===== config.mk =====
export PLATFORM = sky130hd
export DESIGN_NAME = adts_frame_deframer_unit
export DESIGN_NICKNAME = d
export VERILOG_FILES = /design/src/sv/adtsd_pkg.sv /design/src/sv/adtsd_front.sv /design/src/sv/adtsd_queue.sv /design/src/sv/adtsd_back.sv /design/src/sv/adts_frame_deframer_unit.sv
export SDC_FILE = /design/constraint.sdc
export NUM_CORES = 1
export LEC_CHECK = 0
export ABC_AREA = 1
export BUFFER_PORTS_ARGS = -buffer_cell sky130_fd_sc_hd__clkbuf_2
export CORE_ASPECT_RATIO = 0.7
export CORE_UTILIZATION = 60
export DETAILED_ROUTE_END_ITERATION = 12
export PLACE_DENSITY = 0.86
export SLEW_MARGIN = 10
export SYNTH_ARGS = -nofsm -noshare
export SYNTH_HDL_FRONTEND = slang
export SYNTH_SLANG_ARGS = --single-unit

===== constraint.sdc =====
create_clock -name i_clk -period 16.7 [get_ports i_clk]
set_clock_uncertainty 0.2 [all_clocks]
set_input_delay 3.34 -clock i_clk [delete_from_list [all_inputs] [get_ports i_clk]]
set_output_delay 3.34 -clock i_clk [all_outputs]
set_load 0.1 [all_outputs]

===== src/sv/adtsd_pkg.sv =====
// Package with the shared types and constants of the ADTS deframer.
`default_nettype none

package adtsd_pkg;

    localparam logic [1:0]  KIND_CFG = 2'd0;
    localparam logic [1:0]  KIND_HDR = 2'd1;
    localparam logic [1:0]  KIND_PAY = 2'd2;

    localparam logic [12:0] HDR_BYTES  = 13'd7;
    localparam logic [12:0] SYNC_SEEN  = 13'd2;
    localparam logic [7:0]  SYNC_BYTE  = 8'hFF;
    localparam logic [3:0]  SYNC_NIB   = 4'hF;
    localparam int          STORE_N    = 5;
    localparam logic [2:0]  STORE_BASE = 3'd2;

    localparam int Q_DEPTH = 4;
    localparam int Q_AW    = $clog2(Q_DEPTH);

    typedef struct packed {
        logic        cfg;
        logic        main;
        logic [1:0]  kind;
        logic [15:0] word;
        logic [7:0]  pay;
        logic [12:0] flen;
        logic [15:0] fidx;
        logic        last;
        logic [2:0]  prof;
        logic [3:0]  fi;
        logic [2:0]  ch;
    } t_entry;

    typedef struct packed {
        logic [1:0]  kind;
        logic [15:0] data;
        logic [12:0] flen;
        logic [2:0]  prof;
        logic [3:0]  fi;
        logic [2:0]  ch;
        logic [15:0] fidx;
        logic        last;
    } t_result;

endpackage

`default_nettype wire


===== src/sv/adtsd_front.sv =====
// Front end: sync hunt, header capture and classification of each byte.
`default_nettype none

module adtsd_front
    import adtsd_pkg::*;
(
    input  wire logic       i_clk,
    input  wire logic       i_rst_n,
    input  wire logic       i_valid,
    output logic            o_stall,
    input  wire logic [7:0] i_in_byte,
    input  wire logic       i_full,
    output logic            o_push,
    output t_entry          o_entry
);

    typedef enum logic [1:0] {PH_HUNT, PH_HDR, PH_PAY} t_phase;

    t_phase      r_phase, n_phase;
    logic [7:0]  r_prev, n_prev;
    logic [12:0] r_seen, n_seen;
    logic [12:0] r_len, n_len;
    logic        r_cfg_sent, n_cfg_sent;
    logic [15:0] r_fcnt, n_fcnt;
    logic [7:0]  r_store [STORE_N];

    logic        accept;
    logic        store_wr;
    logic [2:0]  slot;
    logic [12:0] seen_inc;
    logic [12:0] hdr_len;
    logic [15:0] fidx_inc;
    logic [2:0]  prof;
    logic [3:0]  fi;
    logic [2:0]  ch;
    t_entry      entry;

    assign accept   = i_valid && !i_full;
    assign o_stall  = i_full;
    assign slot     = r_seen[2:0] - STORE_BASE;
    assign seen_inc = r_seen + 13'd1;
    assign fidx_inc = r_fcnt + 16'd1;
    assign hdr_len  = {r_store[1][1:0], r_store[2], r_store[3][7:5]};
    assign prof     = {1'b0, r_store[0][7:6]} + 3'd1;
    assign fi       = r_store[0][5:2];
    assign ch       = {r_store[0][0], r_store[1][7:6]};

    always_comb begin
        n_phase    = r_phase;
        n_prev     = r_prev;
        n_seen     = r_seen;
        n_len      = r_len;
        n_cfg_sent = r_cfg_sent;
        n_fcnt     = r_fcnt;
        store_wr   = 1'b0;

        entry.cfg  = 1'b0;
        entry.main = 1'b0;
        entry.kind = KIND_HDR;
        entry.word = {2'b00, prof, fi[3:1], fi[0], 1'b0, ch, 3'b000};
        entry.pay  = i_in_byte;
        entry.flen = hdr_len;
        entry.fidx = fidx_inc;
        entry.last = 1'b0;
        entry.prof = prof;
        entry.fi   = fi;
        entry.ch   = ch;

        unique case (r_phase)
            PH_HDR: begin
                n_seen   = seen_inc;
                store_wr = (slot < 3'(STORE_N));
                if (seen_inc >= HDR_BYTES) begin
                    if (!r_cfg_sent) begin
                        entry.cfg  = 1'b1;
                        n_cfg_sent = 1'b1;
                    end
                    if (hdr_len < HDR_BYTES) begin
                        n_phase = PH_HUNT;
                        n_prev  = i_in_byte;
                    end else begin
                        n_len      = hdr_len;
                        n_fcnt     = fidx_inc;
                        entry.main = 1'b1;
                        if (hdr_len == HDR_BYTES) begin
                            entry.last = 1'b1;
                            n_phase    = PH_HUNT;
                            n_prev     = 8'h00;
                        end else begin
                            n_phase = PH_PAY;
                        end
                    end
                end
            end
            PH_PAY: begin
                n_seen     = seen_inc;
                entry.main = 1'b1;
                entry.kind = KIND_PAY;
                entry.flen = r_len;
                entry.fidx = r_fcnt;
                entry.last = (seen_inc >= r_len);
                if (seen_inc >= r_len) begin
                    n_phase = PH_HUNT;
                    n_prev  = 8'h00;
                end
            end
            default: begin
                if (r_prev == SYNC_BYTE && i_in_byte[7:4] == SYNC_NIB) begin
                    n_phase = PH_HDR;
                    n_seen  = SYNC_SEEN;
                    n_prev  = 8'h00;
                end else begin
                    n_phase = PH_HUNT;
                    n_prev  = i_in_byte;
                end
            end
        endcase
    end

    assign o_push  = accept && (entry.cfg || entry.main);
    assign o_entry = entry;

    always_ff @(posedge i_clk) begin
        if (!i_rst_n) begin
            r_phase    <= PH_HUNT;
            r_prev     <= 8'h00;
            r_seen     <= 13'd0;
            r_len      <= 13'd0;
            r_cfg_sent <= 1'b0;
            r_fcnt     <= 16'd0;
        end else if (accept) begin
            r_phase    <= n_phase;
            r_prev     <= n_prev;
            r_seen     <= n_seen;
            r_len      <= n_len;
            r_cfg_sent <= n_cfg_sent;
            r_fcnt     <= n_fcnt;
            if (store_wr) begin
                r_store[slot] <= i_in_byte;
            end
        end
    end

    a_pay_len: assert property (@(posedge i_clk) disable iff (!i_rst_n)
        r_phase == PH_PAY |-> r_len > HDR_BYTES)
        else $error("payload phase with a frame length of seven or less");

    a_push_room: assert property (@(posedge i_clk) disable iff (!i_rst_n)
        o_push |-> !i_full)
        else $error("push into a full queue");

    a_hdr_seen: assert property (@(posedge i_clk) disable iff (!i_rst_n)
        r_phase == PH_HDR |-> (r_seen >= SYNC_SEEN && r_seen < HDR_BYTES))
        else $error("header byte count out of range");

endmodule

`default_nettype wire


===== src/sv/adtsd_queue.sv =====
// Short queue of classified words between the front and back ends.
`default_nettype none

module adtsd_queue
    import adtsd_pkg::*;
(
    input  wire logic   i_clk,
    input  wire logic   i_rst_n,
    input  wire logic   i_push,
    input  wire t_entry i_entry,
    input  wire logic   i_pop,
    output logic        o_full,
    output logic        o_head_valid,
    output t_entry      o_head
);

    t_entry          r_mem [Q_DEPTH];
    logic [Q_AW-1:0] r_wr, r_rd;
    logic [Q_AW:0]   r_count;

    assign o_full       = (r_count == (Q_AW+1)'(Q_DEPTH));
    assign o_head_valid = (r_count != '0);
    assign o_head       = r_mem[r_rd];

    always_ff @(posedge i_clk) begin
        if (!i_rst_n) begin
            r_wr    <= '0;
            r_rd    <= '0;
            r_count <= '0;
        end else begin
            if (i_push) begin
                r_mem[r_wr] <= i_entry;
                r_wr        <= r_wr + 1'b1;
            end
            if (i_pop) begin
                r_rd <= r_rd + 1'b1;
            end
            if (i_push && !i_pop) begin
                r_count <= r_count + 1'b1;
            end else if (i_pop && !i_push) begin
                r_count <= r_count - 1'b1;
            end
        end
    end

endmodule

`default_nettype wire


===== src/sv/adtsd_back.sv =====
// Back end: expands queued words into results and holds the output register.
`default_nettype none

module adtsd_back
    import adtsd_pkg::*;
(
    input  wire logic   i_clk,
    input  wire logic   i_rst_n,
    input  wire logic   i_head_valid,
    input  wire t_entry i_head,
    output logic        o_pop,
    input  wire logic   i_stall,
    output logic        o_valid,
    output t_result     o_res
);

    logic    r_valid, n_valid;
    logic    r_sub, n_sub;
    t_result r_res, n_res;
    logic    load;

    assign load = !r_valid || !i_stall;

    always_comb begin
        n_valid = r_valid && i_stall;
        n_sub   = r_sub;
        n_res   = r_res;
        o_pop   = 1'b0;
        if (load && i_head_valid) begin
            n_valid    = 1'b1;
            n_res.prof = i_head.prof;
            n_res.fi   = i_head.fi;
            n_res.ch   = i_head.ch;
            if (i_head.cfg && !r_sub) begin
                n_res.kind = KIND_CFG;
                n_res.data = i_head.word;
                n_res.flen = 13'd0;
                n_res.fidx = 16'd0;
                n_res.last = 1'b0;
                if (i_head.main) begin
                    n_sub = 1'b1;
                end else begin
                    o_pop = 1'b1;
                end
            end else begin
                n_res.kind = i_head.kind;
                n_res.data = (i_head.kind == KIND_PAY) ? {8'h00, i_head.pay} : 16'd0;
                n_res.flen = i_head.flen;
                n_res.fidx = i_head.fidx;
                n_res.last = i_head.last;
                n_sub      = 1'b0;
                o_pop      = 1'b1;
            end
        end
    end

    always_ff @(posedge i_clk) begin
        if (!i_rst_n) begin
            r_valid <= 1'b0;
            r_sub   <= 1'b0;
        end else begin
            r_valid <= n_valid;
            r_sub   <= n_sub;
        end
        r_res <= n_res;
    end

    assign o_valid = r_valid;
    assign o_res   = r_res;

    a_sub_head: assert property (@(posedge i_clk) disable iff (!i_rst_n)
        r_sub |-> (i_head_valid && i_head.cfg && i_head.main))
        else $error("split word without a matching queue head");

    a_pop_valid: assert property (@(posedge i_clk) disable iff (!i_rst_n)
        o_pop |-> i_head_valid)
        else $error("pop from an empty queue");

    a_kind: assert property (@(posedge i_clk) disable iff (!i_rst_n)
        r_valid |-> (r_res.kind == KIND_CFG || r_res.kind == KIND_HDR ||
                     r_res.kind == KIND_PAY))
        else $error("result with an unused kind code");

    a_cfg_zero: assert property (@(posedge i_clk) disable iff (!i_rst_n)
        (r_valid && r_res.kind == KIND_CFG) |->
            (r_res.flen == 13'd0 && r_res.fidx == 16'd0 && !r_res.last))
        else $error("config result with header fields set");

endmodule

`default_nettype wire


===== src/sv/adts_frame_deframer_unit.sv =====
// Top level of the ADTS deframer: front end, word queue and back end.
//
//   channel   direction  handshake            payload
//   input     in         i_valid / o_stall    i_in_byte
//   output    out        o_valid / i_stall    o_kind .. o_last_of_frame
//
// One byte is accepted per cycle while the queue has room.
// Each result passes through the word queue and then the output register.
// The back end sends one result per cycle while the output is not stalled; the first
// complete header after reset also yields a config word, which the four-word queue absorbs.
// Reset is synchronous and active low; no clearing pass is needed.
// A stall on the output holds the output register and fills the queue,
// after which o_stall rises.
`default_nettype none

module adts_frame_deframer_unit
    import adtsd_pkg::*;
(
    input  wire logic        i_clk,
    input  wire logic        i_rst_n,
    input  wire logic        i_valid,
    output logic             o_stall,
    input  wire logic [7:0]  i_in_byte,
    output logic             o_valid,
    input  wire logic        i_stall,
    output logic [1:0]       o_kind,
    output logic [15:0]      o_data_value,
    output logic [12:0]      o_frm_len,
    output logic [2:0]       o_profile,
    output logic [3:0]       o_freq_index,
    output logic [2:0]       o_channel_config,
    output logic [15:0]      o_frame_index,
    output logic             o_last_of_frame
);

    logic    push, pop, full, head_valid;
    t_entry  entry, head;
    t_result res;

    adtsd_front u_front (
        .i_clk     (i_clk),
        .i_rst_n   (i_rst_n),
        .i_valid   (i_valid),
        .o_stall   (o_stall),
        .i_in_byte (i_in_byte),
        .i_full    (full),
        .o_push    (push),
        .o_entry   (entry)
    );

    adtsd_queue u_queue (
        .i_clk        (i_clk),
        .i_rst_n      (i_rst_n),
        .i_push       (push),
        .i_entry      (entry),
        .i_pop        (pop),
        .o_full       (full),
        .o_head_valid (head_valid),
        .o_head       (head)
    );

    adtsd_back u_back (
        .i_clk        (i_clk),
        .i_rst_n      (i_rst_n),
        .i_head_valid (head_valid),
        .i_head       (head),
        .o_pop        (pop),
        .i_stall      (i_stall),
        .o_valid      (o_valid),
        .o_res        (res)
    );

    assign o_kind           = res.kind;
    assign o_data_value     = res.data;
    assign o_frm_len        = res.flen;
    assign o_profile        = res.prof;
    assign o_freq_index     = res.fi;
    assign o_channel_config = res.ch;
    assign o_frame_index    = res.fidx;
    assign o_last_of_frame  = res.last;

endmodule

`default_nettype wire


## Word-level counts from Yosys, hierarchy flattened

Memory sizes are Yosys's and may differ from the RTL's. A register that Yosys moved wholly into a read port is not among the register bits.
Index checks and enable logic that the tools add are counted.

- Bits in registers: 120
- Memory bits (writable): 288
- Input bits: 12
- Output and inout port bits: 60
- Memories kept: 2

Memory list:

| name | depth | width | read ports | clocked after memory_dff | write ports | RTL line | text |
|---|---|---|---|---|---|---|---|
| u_queue.r_mem | 4 | 62 | 1 | 1 | 1 | adtsd_queue.sv:17 | `t_entry r_mem [Q_DEPTH];` |
| u_front.r_store | 5 | 8 | 4 | 0 | 1 | adtsd_front.sv:25 | `logic [7:0] r_store [STORE_N];` |

- Add/subtract/negate cells: 8
- $lt $le $gt $ge: 4
- Equality and inequality tests: 11
- Mux-type cells: 45
- Bitwise operators: 1
- Reductions and logical operators: 26

Operator list:

| operator | number |
|---|---|
| 29-bit two-way mux | 2 |
| 8-bit two-way mux | 6 |
| 13-bit two-way mux | 2 |
| 1-bit two-way mux | 21 |
| 16-bit by 1-bit adder with 16-bit output, second input constant | 1 |
| 2-bit two-way mux | 8 |
| 8-bit one-hot mux with 2 select lines | 1 |
| 13-bit by 1-bit adder with 13-bit output, second input constant | 1 |
| 13-bit by 3-bit equality test with 1-bit output, second input constant | 1 |
| 13-bit >= comparator | 1 |
| 13-bit by 3-bit >= comparator with 1-bit output, second input constant | 1 |
| 13-bit by 3-bit less-than comparator with 1-bit output, second input constant | 1 |
| 8-bit equality test, second input constant | 1 |
| 1-bit logical AND | 8 |
| 4-bit AND reduction | 2 |
| 1-bit logical NOT | 6 |
| 3-bit two-way mux | 2 |
| 3-bit AND reduction | 2 |
| 2-bit by 1-bit adder with 2-bit output, second input constant | 2 |
| 2-bit equality test, second input constant | 2 |
| 4-bit equality test, second input constant | 1 |
| 2-bit by 1-bit inequality test with 1-bit output, second input constant | 2 |
| 1-bit one-hot mux with 2 select lines | 2 |
| 2-bit one-hot mux with 2 select lines | 1 |
| other kinds (15) | 18 |

## Logic depth before layout (Yosys ltp)

An unclocked memory read counts as a cell.

- Word-level depth: 11
- Gate-level depth with buffers: 23

## Hierarchy

From an unflattened synthesis, not the netlist that was laid out.

- Cells, all modules: 1506
- Area, all modules: 17312.9 um^2

Modules (own cells, without submodules):

| module | instances | cells an instance | area each (um^2) | sequential area each (um^2) |
|---|---|---|---|---|
| adtsd_queue | 1 | 717 | 10510.1 | 8348.0 |
| adtsd_front | 1 | 605 | 4491.8 | 1721.7 |
| adtsd_back | 1 | 184 | 2311.0 | 1781.7 |

## Worst setup path after synthesis

OpenSTA, ideal clock, no wires.

- Path type: input to register
- From: input port i_valid
- To: memory u_queue.r_mem[0][10] in the netlist's numbering (enable)
- Setup time: 526 ps
- Data arrival time: 7551 ps
- Required time: 15974 ps
- Setup slack: 8423 ps
- Stages on the path: 5
- Cell sequence: inv_1 > nor2_1 > buf_1 > nand2_1 > nor3_1

- Cells in the longest elaborated chain, start to end: 5

Ends and longest elaborated chain:

| what | RTL line | text |
|---|---|---|
| from (decl) | adts_frame_deframer_unit.sv:21 | `input wire logic i_valid,` |
| 1-bit logical AND | adtsd_front.sv:38 | `assign accept = i_valid && !i_full;` |
| 1-bit logical AND | adtsd_front.sv:120 | `assign o_push = accept && (entry.cfg \|\| entry.main);` |
| 1-bit two-way mux | adtsd_queue.sv:31 | `if (i_push) begin` |
| 1-bit two-way mux | adtsd_queue.sv:26 | `if (!i_rst_n) begin` |
| 1-bit two-way mux (implied by the code) | adtsd_queue.sv:32 | `r_mem[r_wr] <= i_entry;` |
| to (decl) | adtsd_queue.sv:17 |  |

No other way between the ends.

## Worst setup path after layout

- From: input port i_rst_n
- To: memory u_front.r_store[2][1] (enable)

- Cells in the longest elaborated chain, start to end: 2

Ends and longest elaborated chain:

| what | RTL line | text |
|---|---|---|
| from (decl) | adts_frame_deframer_unit.sv:20 | `input wire logic i_rst_n,` |
| 1-bit two-way mux | adtsd_front.sv:124 | `if (!i_rst_n) begin` |
| 1-bit two-way mux (implied by the code) | adtsd_front.sv:139 | `r_store[slot] <= i_in_byte;` |
| to (decl) | adtsd_front.sv:25 |  |

No other way between the ends.

==> metrics.md <==
| Metric | Value |
|---|---|
| Status | `finished clean` |
| Area after DPL | `between 15,000 and 20,000 um2` |
| Antenna diodes | `0` |
| Max Freq | `0.162 GHz` |
| Final Hold Fails | `0` |
| Largest family of logic cells by synthesized area | `simple AND/OR/NAND/NOR gates` |
| Worst-Margin Slew | `around 1.2 ns` |
| Fraction of the mapped netlist area in adder cells | `2.12%` |
| Layout Nets | `approximately 1.4k` |
| Relative slew margins | `19.6%` |
| Routed wire length | `30,900 um` |
| Post-route design area | `16,100 um2` |
| Fin Setup TNS | `0 ns` |
| Initial Util | `61.3%` |
| Commonest cells after routing, fill and taps aside | `edfxtp_1, nand2_1, nor2_1` |
| Die X | `~190 um` |
| Clock Sinks | `350` |
| Gr ovfl total | `0` |
| Crit path required time | `between 15 and 20 ns` |
| HP Class | `flop to flop` |
| Clock Latency Late Sink | `0.56 ns` |
| Clk pin slew, worst setup/hold paths | `0.06 ns` |
| Startpoint types | `primary input` |
| XOR/XNOR Fraction of Synth Area | `0.846%` |
| Post-Synthesis Cells | `between 1k and 1.5k` |
| Vias in the first global route | `9,574` |
| CTS tree | `built` |
| DR DRC count | `0` |
| Avg WL per Cell | `approximately 18 um` |
| PortBufs | `69` |
| Tcrit/Tclk final | `between 30% and 40%` |
| GPL Wtd Cong | `0.868` |
| Seq/Total Area, Yosys | `68.1%` |
| Fin util | `68.3%` |
| Root buffer cell | `clkbuf_16` |
| Buf/Inv on CP | `2` |
| Final min period | `between 6 and 7 ns` |
| Leak Pwr | `0.00612 uW` |
| DR pass1 iterations | `6` |
| Max Cap Viol | `0` |
| Pins Over Slew Limit | `0` |
| Max Root-Sink Buffers | `3` |
| Synth Register Bits | `350` |
| Total GRT Usage | `25.2%` |
| Top cell family by delay on the critical path | `buffers and inverters` |
| Die area | `24,800 um2` |
| CTS H-tree lvls | `1` |
| Layout cells sized above 1 | `a little under an eighth` |
| Distinct cell type count after synthesis | `39` |
| Crit path arrival time | `around 6.1 ns` |
| Average size of a mapped cell | `11.1 um2` |
| CORE AREA | `23,600 um2` |
| Hold buffers post-CTS | `0` |
| Post-synth EDFFs | `286` |
| Total power divided by cell area | `174 nW/um2` |
| Most common cell after layout, fill and taps aside | `edfxtp_1` |
| Setup bufs post-CTS | `0` |
| Routed Antenna Nets | `0` |
| Post-synthesis compound-gate area fraction | `10.9%` |
| Antenna violations before repair | `1` |
| Kind of critical path | `primary input to flop` |
| Ys Warns | `0` |
| Synth Area in Simple Gates | `12.4%` |
| Hold slack final | `0.272 ns` |
| Setup repair after global routing missed its margin | `false` |
| Worst IR Drop VDD | `0.202 mV` |
| Critical Path, Cell by Cell | `clkbuf_2, inv_1, a211oi_1, nand3_1, nor3_1` |
| Via count | `9,969` |
| CTS resizes | `0` |
| Largest net degree at the start of global routing | `103` |
| Post-synthesis mux area share | `0%` |
| First-pass GRT wire length | `49,100 um` |
| Worst path max stage delay | `about 0.92 ns` |
| CP Capture Type | `flop` |
| Slowest CP cell | `nor3_1` |
| IO Pins | `72` |
| Top_reg_cell synth | `edfxtp_1` |
| Worst-path fanout max | `47` |
| Hpwl dp | `18,600 um` |
| Area Overhead vs Synth | `11.4%` |
| Async set or reset register ratio after synthesis | `0%` |
| Setup violators final | `0` |
| Cts bufs inserted | `31` |
| Synthesized area | `roughly 14,000 um2` |
| Rows | `47` |
| Initial DRC count | `about 1.3k` |
| DR vias/cell | `5.84` |
| DIE HEIGHT | `132 um` |
==> through the flow <==
| step | setup slack [ns] | cells | total power [uW] |
|---|---|---|---|
| 2_1_floorplan | 8.42 | 1312 | 1920 |
| 3_3_place_gp | 10.19 | 1650 | 2060 |
| 3_5_place_dp | 10.10 | 1650 | 2090 |
| 4_1_cts | 10.64 | 1708 | 2830 |
| 5_1_grt | 10.37 | 1708 | 2920 |
| 6_report | 10.54 | 1708 | 2820 |
==> power by group <==
part | internal (uW) | switching (uW) | total (uW)
combinational | 139 | 831 | 970
clock | 435 | 314 | 748
sequential | 1070 | 26.5 | 1100
==> cells in the mapped netlist, types with 23 or more instances <==
library cell  instances  area [um2]
o22ai_1              41         257
a21oi_1              72         360
dfxtp_1              64        1280
clkbuf_1             49         184
edfxtp_1            286        8590
nand2_1             186         698
o21ai_1              24         120
ha_1                 23         288
o21ai_0             142         711
nand3_1              28         140
inv_1               139         522
nor2_1              159         597
==> area by class of cell <==
class / instances / area [um2]
flip-flops and latches: 350 / 9870
repair buffers: 81 / 435
well taps: 318 / 398
clock buffers: 35 / 791
fillers: 1564 / 7500
inverters: 143 / 537
clock inverters: 23 / 279
multi-input cells: 758 / 3830
==> sequential cells by signal (all words and copies together) (netlist names), named ones only <==
| signal | count |
|---|---|
| u_back.r_sub | 1 |
| u_front.r_fcnt | 16 |
| u_front.r_seen | 13 |
| u_front.r_phase | 2 |
| u_queue.r_rd | 2 |
| u_queue.r_wr | 2 |
| u_front.r_len | 13 |
| u_front.r_store | 22 |
| u_front.r_cfg_sent | 1 |
| u_queue.r_count | 3 |
| u_back.o_valid | 1 |
| u_front.r_prev | 8 |
| u_back.o_res | 56 |
| u_queue.r_mem | 208 |
==> worst reg2reg max path, cell delays in order (launching register included) <==
cell	delay (ns)
dfxtp_1	0.51
ha_1	0.35
nand3_1	0.17
nand2_1	0.10
nand2_1	0.13
inv_1	0.08
nand2_1	0.08
nor2_4	0.09
nand2_2	0.06
nor2_4	0.15
nand2_4	0.10
nand2_1	0.07
nand2_1	0.06
nand2_2	0.12
nand2_2	0.10
nand2_1	0.21
inv_1	0.08
ha_1	0.19
inv_1	0.10
fa_1	0.42
o21ai_0	0.16
a21oi_1	0.06
==> logic make-up (layout without fill, tap and decap cells) <==
group / count (synthesis) / count (layout)
AND/OR/NAND/NOR: 424 / 424
flip-flops: 350 / 350
AO/OA/AOI/OAI: 294 / 294
buffers and inverters: 204 / 282
adder cells (fa/ha/maj): 24 / 24
XOR/XNOR: 14 / 14
other: 1 / 2
==> worst paths after layout <==
path / from / to / slack (ns) / cells past startpoint
setup / recovery: i_rst_n / u_front.r_store[2][1] / 10.54 / 5
hold / removal: u_queue.r_rd[1] / u_queue.r_rd[1] / 0.27 / 2
setup reg to reg: u_front.r_seen[0] / u_queue.r_count[1] / 12.99 / 21
hold reg to reg: u_queue.r_rd[1] / u_queue.r_rd[1] / 0.27 / 2
==> routing by layer <==
layer | track usage (%) | wire length, um | up-vias | part of all wire (%)
li1 | - | - | 4637 | -
met1 | 34.9 | 12700 | 4737 | 41
met2 | 40.0 | 14200 | 520 | 46
met3 | 4.58 | 3140 | 75 | 10
met4 | 9.89 | 888 | 0 | 2.9
met5 | 0 | 0 | - | 0
Note: power is estimated with default switching activity, not from simulation.
